`src/assert_macros.svh`:
```
// ----------------------------------------------------------------------------
// assert_macros.svh
// Concurrent assertion helpers shared by the RTL.
// ----------------------------------------------------------------------------
`ifndef ASSERT_MACROS_SVH
`define ASSERT_MACROS_SVH

// check prop on every rising clock edge outside reset
`define ASSERT_CLK(label, clk_sig, rstn_sig, prop, msg) \
    label: assert property (@(posedge clk_sig) disable iff (!rstn_sig) (prop)) \
        else $error(msg);

// check antecedent implies consequent in the same cycle
`define ASSERT_IMPL(label, clk_sig, rstn_sig, ante, cons, msg) \
    label: assert property (@(posedge clk_sig) disable iff (!rstn_sig) \
        (ante) |-> (cons)) else $error(msg);

`endif

```
`src/pxp_pkg.sv`:
```
`timescale 1ns / 1ps
// ----------------------------------------------------------------------------
// pxp_pkg
// Request and response types and mode codes of the paired XOR parity generator.
// ----------------------------------------------------------------------------
package pxp_pkg;

    localparam logic MODE_BYTE  = 1'b0;
    localparam logic MODE_CLEAR = 1'b1;

    typedef struct packed {
        logic       mode;
        logic [7:0] data_byte;
        logic [8:0] packet_len;
    } pxp_req_t;

    typedef struct packed {
        logic [7:0] parity_byte;
        logic       parity_valid;
        logic [7:0] byte_index;
        logic       packet_done;
        logic       parity_ready;
        logic [8:0] parity_len;
    } pxp_rsp_t;

endpackage

```
`src/pxp_ram.sv`:
```
`timescale 1ns / 1ps
// ----------------------------------------------------------------------------
// pxp_ram
// Simple dual-port RAM, one write and one registered read port, read-first.
// ----------------------------------------------------------------------------
module pxp_ram #(
    parameter int WIDTH = 8,
    parameter int DEPTH = 256,
    localparam int AW = (DEPTH > 1) ? $clog2(DEPTH) : 1
) (
    input  logic             clk,
    input  logic             wr_en,
    input  logic [AW-1:0]    wr_addr,
    input  logic [WIDTH-1:0] wr_data,
    input  logic             rd_en,
    input  logic [AW-1:0]    rd_addr,
    output logic [WIDTH-1:0] rd_data
);

    logic [WIDTH-1:0] mem [DEPTH];

    always_ff @(posedge clk)
    begin
        if (wr_en)
        begin
            mem[wr_addr] <= wr_data;
        end
        if (rd_en)
        begin
            rd_data <= mem[rd_addr];
        end
    end

endmodule

```
`src/paired_xor_parity_generator_core.sv`:
```
`timescale 1ns / 1ps
// ----------------------------------------------------------------------------
// paired_xor_parity_generator_core
// Pairs each packet with the previous one of equal length and emits the
// bytewise XOR parity, one response per request.
// ----------------------------------------------------------------------------
// Channel | Dir | Handshake             | Payload
// req     | in  | req_valid / req_ready | pxp_req_t (mode, data_byte, packet_len)
// rsp     | out | rsp_valid / rsp_ready | pxp_rsp_t (parity, index, flags, len)
//
// One request per cycle while rsp is not stalled; an accepted request passes the
// registered read of the packet RAM and then the output register.
// Reset clears control state only; packet RAM contents are not cleared.
// A stalled rsp holds both stages; req_ready drops only when both are full.
// ----------------------------------------------------------------------------
`include "assert_macros.svh"

module paired_xor_parity_generator_core
    import pxp_pkg::*;
#(
    parameter int MAX_PACKET_BYTES = 256
) (
    input  logic     clk,
    input  logic     rst_n,
    input  logic     req_valid,
    output logic     req_ready,
    input  pxp_req_t req,
    output logic     rsp_valid,
    input  logic     rsp_ready,
    output pxp_rsp_t rsp
);

    localparam int POS_W = (MAX_PACKET_BYTES > 1) ? $clog2(MAX_PACKET_BYTES) : 1;

    typedef struct packed {
        logic [7:0] data_byte;
        logic       pvalid;
        logic [7:0] index;
        logic       done;
        logic       pready;
        logic [8:0] plen;
    } pxp_stage_t;

    logic [POS_W-1:0] pos_reg, pos_next;
    logic [8:0]       stored_len_reg, stored_len_next;
    logic             have_prev_reg, have_prev_next;
    logic             ready_reg, ready_next;
    logic             match_reg, match_next;

    logic             s1_valid_reg;
    pxp_stage_t       s1_reg, s1_next;
    logic             rsp_valid_reg;
    pxp_rsp_t         rsp_reg;

    logic             accept;
    logic             s1_advance;
    logic             first_byte;
    logic             ignored;
    logic             done;
    logic             wr_en;
    logic [8:0]       eff_len;
    logic [POS_W+7:0] pos_ext;
    logic [7:0]       rd_data;

    assign s1_advance = s1_valid_reg && (!rsp_valid_reg || rsp_ready);
    assign req_ready  = !s1_valid_reg || s1_advance;
    assign accept     = req_valid && req_ready;

    assign first_byte = (pos_reg == '0);
    assign ignored    = first_byte && ((req.packet_len == 9'd0) ||
                        (32'(req.packet_len) > 32'(MAX_PACKET_BYTES)));
    assign eff_len    = first_byte ? req.packet_len : stored_len_reg;
    assign done       = (32'(pos_reg) + 32'd1) >= 32'(eff_len);
    assign pos_ext    = {8'd0, pos_reg};
    assign wr_en      = accept && (req.mode == MODE_BYTE) && !ignored;

    always_comb
    begin
        pos_next        = pos_reg;
        stored_len_next = stored_len_reg;
        have_prev_next  = have_prev_reg;
        ready_next      = ready_reg;
        match_next      = match_reg;
        s1_next         = '0;
        s1_next.pready  = ready_reg;
        s1_next.plen    = ready_reg ? stored_len_reg : 9'd0;
        if (req.mode == MODE_CLEAR)
        begin
            pos_next        = '0;
            stored_len_next = 9'd0;
            have_prev_next  = 1'b0;
            ready_next      = 1'b0;
            match_next      = 1'b0;
            s1_next         = '0;
        end
        else if (!ignored)
        begin
            if (first_byte)
            begin
                match_next      = have_prev_reg && (req.packet_len == stored_len_reg);
                stored_len_next = req.packet_len;
                have_prev_next  = 1'b1;
                if (!match_next)
                begin
                    ready_next = 1'b0;
                end
            end
            if (done)
            begin
                pos_next = '0;
                if (match_next)
                begin
                    ready_next = 1'b1;
                end
            end
            else
            begin
                pos_next = pos_reg + POS_W'(1);
            end
            s1_next.data_byte = req.data_byte;
            s1_next.pvalid    = match_next;
            s1_next.index     = pos_ext[7:0];
            s1_next.done      = done;
            s1_next.pready    = ready_next;
            s1_next.plen      = ready_next ? stored_len_next : 9'd0;
        end
    end

    pxp_ram #(
        .WIDTH (8),
        .DEPTH (MAX_PACKET_BYTES)
    ) u_packet_ram (
        .clk     (clk),
        .wr_en   (wr_en),
        .wr_addr (pos_reg),
        .wr_data (req.data_byte),
        .rd_en   (accept),
        .rd_addr (pos_reg),
        .rd_data (rd_data)
    );

    always_ff @(posedge clk or negedge rst_n)
    begin
        if (!rst_n)
        begin
            pos_reg        <= '0;
            stored_len_reg <= 9'd0;
            have_prev_reg  <= 1'b0;
            ready_reg      <= 1'b0;
            match_reg      <= 1'b0;
            s1_valid_reg   <= 1'b0;
            rsp_valid_reg  <= 1'b0;
        end
        else
        begin
            if (accept)
            begin
                pos_reg        <= pos_next;
                stored_len_reg <= stored_len_next;
                have_prev_reg  <= have_prev_next;
                ready_reg      <= ready_next;
                match_reg      <= match_next;
            end
            if (accept)
            begin
                s1_valid_reg <= 1'b1;
            end
            else if (s1_advance)
            begin
                s1_valid_reg <= 1'b0;
            end
            if (s1_advance)
            begin
                rsp_valid_reg <= 1'b1;
            end
            else if (rsp_ready)
            begin
                rsp_valid_reg <= 1'b0;
            end
        end
    end

    always_ff @(posedge clk)
    begin
        if (accept)
        begin
            s1_reg <= s1_next;
        end
        if (s1_advance)
        begin
            rsp_reg.parity_byte  <= s1_reg.pvalid ? (rd_data ^ s1_reg.data_byte) : 8'd0;
            rsp_reg.parity_valid <= s1_reg.pvalid;
            rsp_reg.byte_index   <= s1_reg.index;
            rsp_reg.packet_done  <= s1_reg.done;
            rsp_reg.parity_ready <= s1_reg.pready;
            rsp_reg.parity_len   <= s1_reg.plen;
        end
    end

    assign rsp_valid = rsp_valid_reg;
    assign rsp       = rsp_reg;

    `ASSERT_IMPL(a_pos_in_packet, clk, rst_n, pos_reg != '0,
        32'(pos_reg) < 32'(stored_len_reg), "byte position beyond stored length")
    `ASSERT_IMPL(a_pos_needs_prev, clk, rst_n, pos_reg != '0, have_prev_reg,
        "mid-packet position without a stored packet")
    `ASSERT_IMPL(a_ready_needs_prev, clk, rst_n, ready_reg, have_prev_reg,
        "parity ready without a stored packet")
    `ASSERT_IMPL(a_full_stall, clk, rst_n, s1_valid_reg && rsp_valid_reg && !rsp_ready,
        !req_ready, "request taken while both stages are stalled")

endmodule
```
`config.mk`:
```
export PLATFORM = sky130hd
export DESIGN_NAME = paired_xor_parity_generator_core
export DESIGN_NICKNAME = d
export VERILOG_FILES = /design/src/pxp_pkg.sv /design/src/pxp_ram.sv /design/src/paired_xor_parity_generator_core.sv
export VERILOG_INCLUDE_DIRS = /design/src /design/src/src
export SDC_FILE = /design/constraint.sdc
export NUM_CORES = 2
export LEC_CHECK = 0
export ABC_AREA = 0
export CORE_MARGIN = 3
export CORE_UTILIZATION = 45
export DETAILED_ROUTE_END_ITERATION = 8
export DONT_BUFFER_PORTS = 1
export PLACE_DENSITY = 0.58
export SKIP_CTS_REPAIR_TIMING = 1
export SYNTH_ARGS = -nofsm -noshare
export SYNTH_HDL_FRONTEND = slang
export SYNTH_SLANG_ARGS = --single-unit
```
`constraint.sdc`:
```
create_clock -name clk -period 15.1 [get_ports clk]
set_input_delay 3.775 -clock clk [delete_from_list [all_inputs] [get_ports clk]]
set_output_delay 3.775 -clock clk [all_outputs]
set_load 0.03 [all_outputs]
```
==> run_results.csv <==
group,metric,value,unit
timing,min_period,7.91,ns
timing,drv_slew,0,
pwr,power_density,157,mW/mm^2
yosys,synth_edf_count,2112,
yosys,syn_area,0.0835,mm^2
cts,clock_latency,0.86,ns
hold_path,hold_class,"reg -> reg",
cts,numCtsBuffers,209,
worst_setup_path,cp_cell_sequence,"nand3b_1",
floorplan,num_io_pins,52,
worst_setup_path,crit_fanout,3,
timing,fmax,0.126,GHz
worst_setup_path,crit_path_max_incr_delay,0.36,ns
timing,finClkSkew,0.0405,ns
pwr,swShare,27.4,%
yosys,ys_warn_count,0,
cts,cts_htree_levels,4,
routing,drtPass1Iterations,6,
timing,final.period_utilization,52.4,%
worst_setup_path,r2r_cells,10,
timing,finalSetupTns,0,ns
routing,vias,43572,
routing,wl_per_cell,36.2,um
yosys,syn_nets,4185,
timing,grt_setup_unrepaired,"false",
floorplan,die_h,437,um
flow_run,maxCapViolCount,0,
routing,vias_per_cell,6.37,
worst_setup_path,cp-end-kind,"output pin",
worst_setup_path,arrival,4.14,ns
global_route,grt_first_pass_wirelength,347,mm
timing,tightest_slew,1.32,ns
worst_setup_path,r2r_start,"pos_reg[0]",
global_route,track_usage,25.9,%
timing,hold_viol,0,
placement,io_buffers,0,
finish,multi_input_area,0.0182,mm^2
routing,ant_nets,0,
worst_setup_path,cp.required,11.32,ns
run_status,outcome,"finished, final reports clean",
yosys,synth_seq_area_share,76.6,%
finish,fill_cells,14602,
pwr,p_comb_share,19.0,%
floorplan,initial_utilization,45.5,%
global_route,overflow,0,
timing,setup_viol,0,
pwr,p_int,10.6,mW
placement,hpwl,149,mm
hold_path,min_path_cells,0,
floorplan,die_area,0.191,mm^2
routing,drtIter0Drc,6132,
hold_path,min_delay_worst_endpoint,"rsp[16]",
worst_setup_path,r2r_slack,8.78,ns
finish,drive_gt1_share,20.1,%
worst_setup_path,critPathSlowestCell,"nand3b_1",
floorplan,core_area,0.184,mm^2
pwr,p_leak,28.2,nW
finish,largest_reg_flops,2048,
pwr,ir_worst_vdd,0.110,mV
timing,worst_hold_slack,0.417,ns
placement,routabilityCongestion,0.950,
floorplan,die_x,437,um
yosys,syn_area_per_cell,20.1,um^2
pwr,pwr-share-clk,35.5,%
cts,clk_pin_slew,0.06,ns
cts,cts.sinks,2134,
yosys,async_reset_ff_share,1.03,%
floorplan,rows,157,
cts,cts_root_buffer,"clkbuf_16",
yosys,ys.flop_type,"edfxtp_1",
finish,layout.nets,4227,
global_route,antenna_found_initial,11,
cts,clk_path_buf_depth,3,
finish,area_growth,11.3,%
finish,register_area,0.0640,mm^2
worst_setup_path,worst-path-buf-inv,0,
routing,finalWirelength,248,mm
cts,cts_tree,"built",
pwr,power_frac_seq,45.5,%
yosys,postSynthCellCount,4150,
global_route,grt_max_degree,258,
pwr,p_switching,3.99,mW
yosys,ys_seq_elements,2134,
routing,drc,0,
hold_path,min-delay-start,"s1_reg[16]",
timing,maxSlewHeadroom,11.4,%
yosys,yosys.cell_types.count,70,
worst_setup_path,path_class,"in -> out",
worst_setup_path,worst_setup_path_start_kind,"input pin",
worst_setup_path,critPathTopFamily,"simple AND/OR/NAND/NOR gates",
global_route,grt_pass1_vias,42231,
worst_setup_path,rr_endpoint,"u_packet_ram.rd_data[4]",
[synth_stat cells, types with 7 or more instances]
master / instances / area, um^2
nand2_1: 136 / 510
nor3_1: 23 / 115
xor2_1: 17 / 149
a21oi_1: 52 / 260
nor2b_1: 14 / 87.6
o22ai_1: 14 / 87.6
o21ai_0: 33 / 165
and2_1: 17 / 106
a22oi_1: 138 / 1040
and3_1: 21 / 131
nor2_1: 307 / 1150
a211oi_1: 17 / 128
dfrtp_1: 22 / 551
mux2i_1: 190 / 1900
edfxtp_1: 2112 / 63400
buf_4: 33 / 248
a31oi_1: 9 / 56.3
nand2b_1: 13 / 81.3
a32oi_1: 9 / 78.8
a22o_1: 10 / 87.6
buf_2: 64 / 320
inv_1: 7 / 26.3
nand4_1: 34 / 213
a221oi_1: 17 / 149
ha_1: 13 / 163
buf_1: 23 / 86.3
o211ai_1: 20 / 150
nand3_1: 91 / 455
o2111ai_1: 10 / 87.6
mux4_2: 437 / 9840
buf_6: 24 / 270
clkbuf_1: 110 / 413
nor4_1: 16 / 100
[area by class of cell]
cell class              count  share of cell area, %
inverters                   9                 0.0377
clock inverters           138                   1.54
multi-input cells        1748                   19.6
well taps                2464                   3.32
diodes                      8                 0.0216
flip-flops and latches   2134                   68.9
clock buffers             246                   5.79
repair buffers             90                  0.808
[power groups by stage]
stage	clock network, mW	logic (mW)	registers [mW]
floorplan	0	1.93	6.71
global placement	0	2.75	6.77
detailed placement	0	2.76	6.77
CTS	5.24	2.76	6.64
global route	5.49	2.89	6.64
finish	5.18	2.77	6.64
[cells by family (layout without fill, tap and decap cells)]
family | count (synthesis) | after routing | share of synthesized area, %
flops | 2134 | 2134 | 76.6
other cells | 0 | 8 | 0
mux | 633 | 633 | 14.1
xor+xnor | 22 | 22 | 0.231
buf+inv | 268 | 483 | 1.71
simple gates | 711 | 711 | 3.96
compound gates | 369 | 369 | 3.13
fa+ha+maj | 13 | 13 | 0.195
[how the worst max path moves through the flow]
stage          depth (start not counted)         to       from  slack (ns)
2_1_floorplan                          1  req_ready  rsp_ready        7.20
5_1_grt                                1  req_ready  rsp_ready        7.16
3_5_place_dp                           1  req_ready  rsp_ready        7.19
3_3_place_gp                           1  req_ready  rsp_ready        7.18
4_1_cts                                1  req_ready  rsp_ready        7.18
6_report                               1  req_ready  rsp_ready        7.19
[placed cells by master (no fill, tap or decap), drive strengths merged, types with 39 or more instances in the layout]
cell type  netlist  final
a21oi           52     52
mux4           437    437
mux2i          190    190
clkbuf         112    246
nand2          136    136
a22oi          138    138
buf            147     90
nor2           307    307
nand3           91     91
o21ai           39     39
edfxtp        2112   2112
clkinv           1    102
[per-layer routing]
layer	GRT usage, %	part of all wire [%]	up-vias	routed length, um
met3	7.55	11	450	27400
met1	37.2	40	23113	99800
met2	37.5	44	2775	110000
met5	0.252	0.044	-	109
met4	10.2	4.3	10	10600
li1	-	-	17224	-
[stage by stage]
stage	cell area, um^2	setup WS, ns	utilization, %	cells	power, mW
2_1_floorplan	83500	7.20	-	4150	8.64
3_3_place_gp	86100	7.18	46.9	6445	9.52
3_5_place_dp	86100	7.19	46.9	6445	9.52
4_1_cts	92900	7.18	50.6	6829	14.6
5_1_grt	92900	7.16	50.6	6829	15.0
6_report	92900	7.19	50.6	6837	14.6
(Power assumes the default switching activity.)
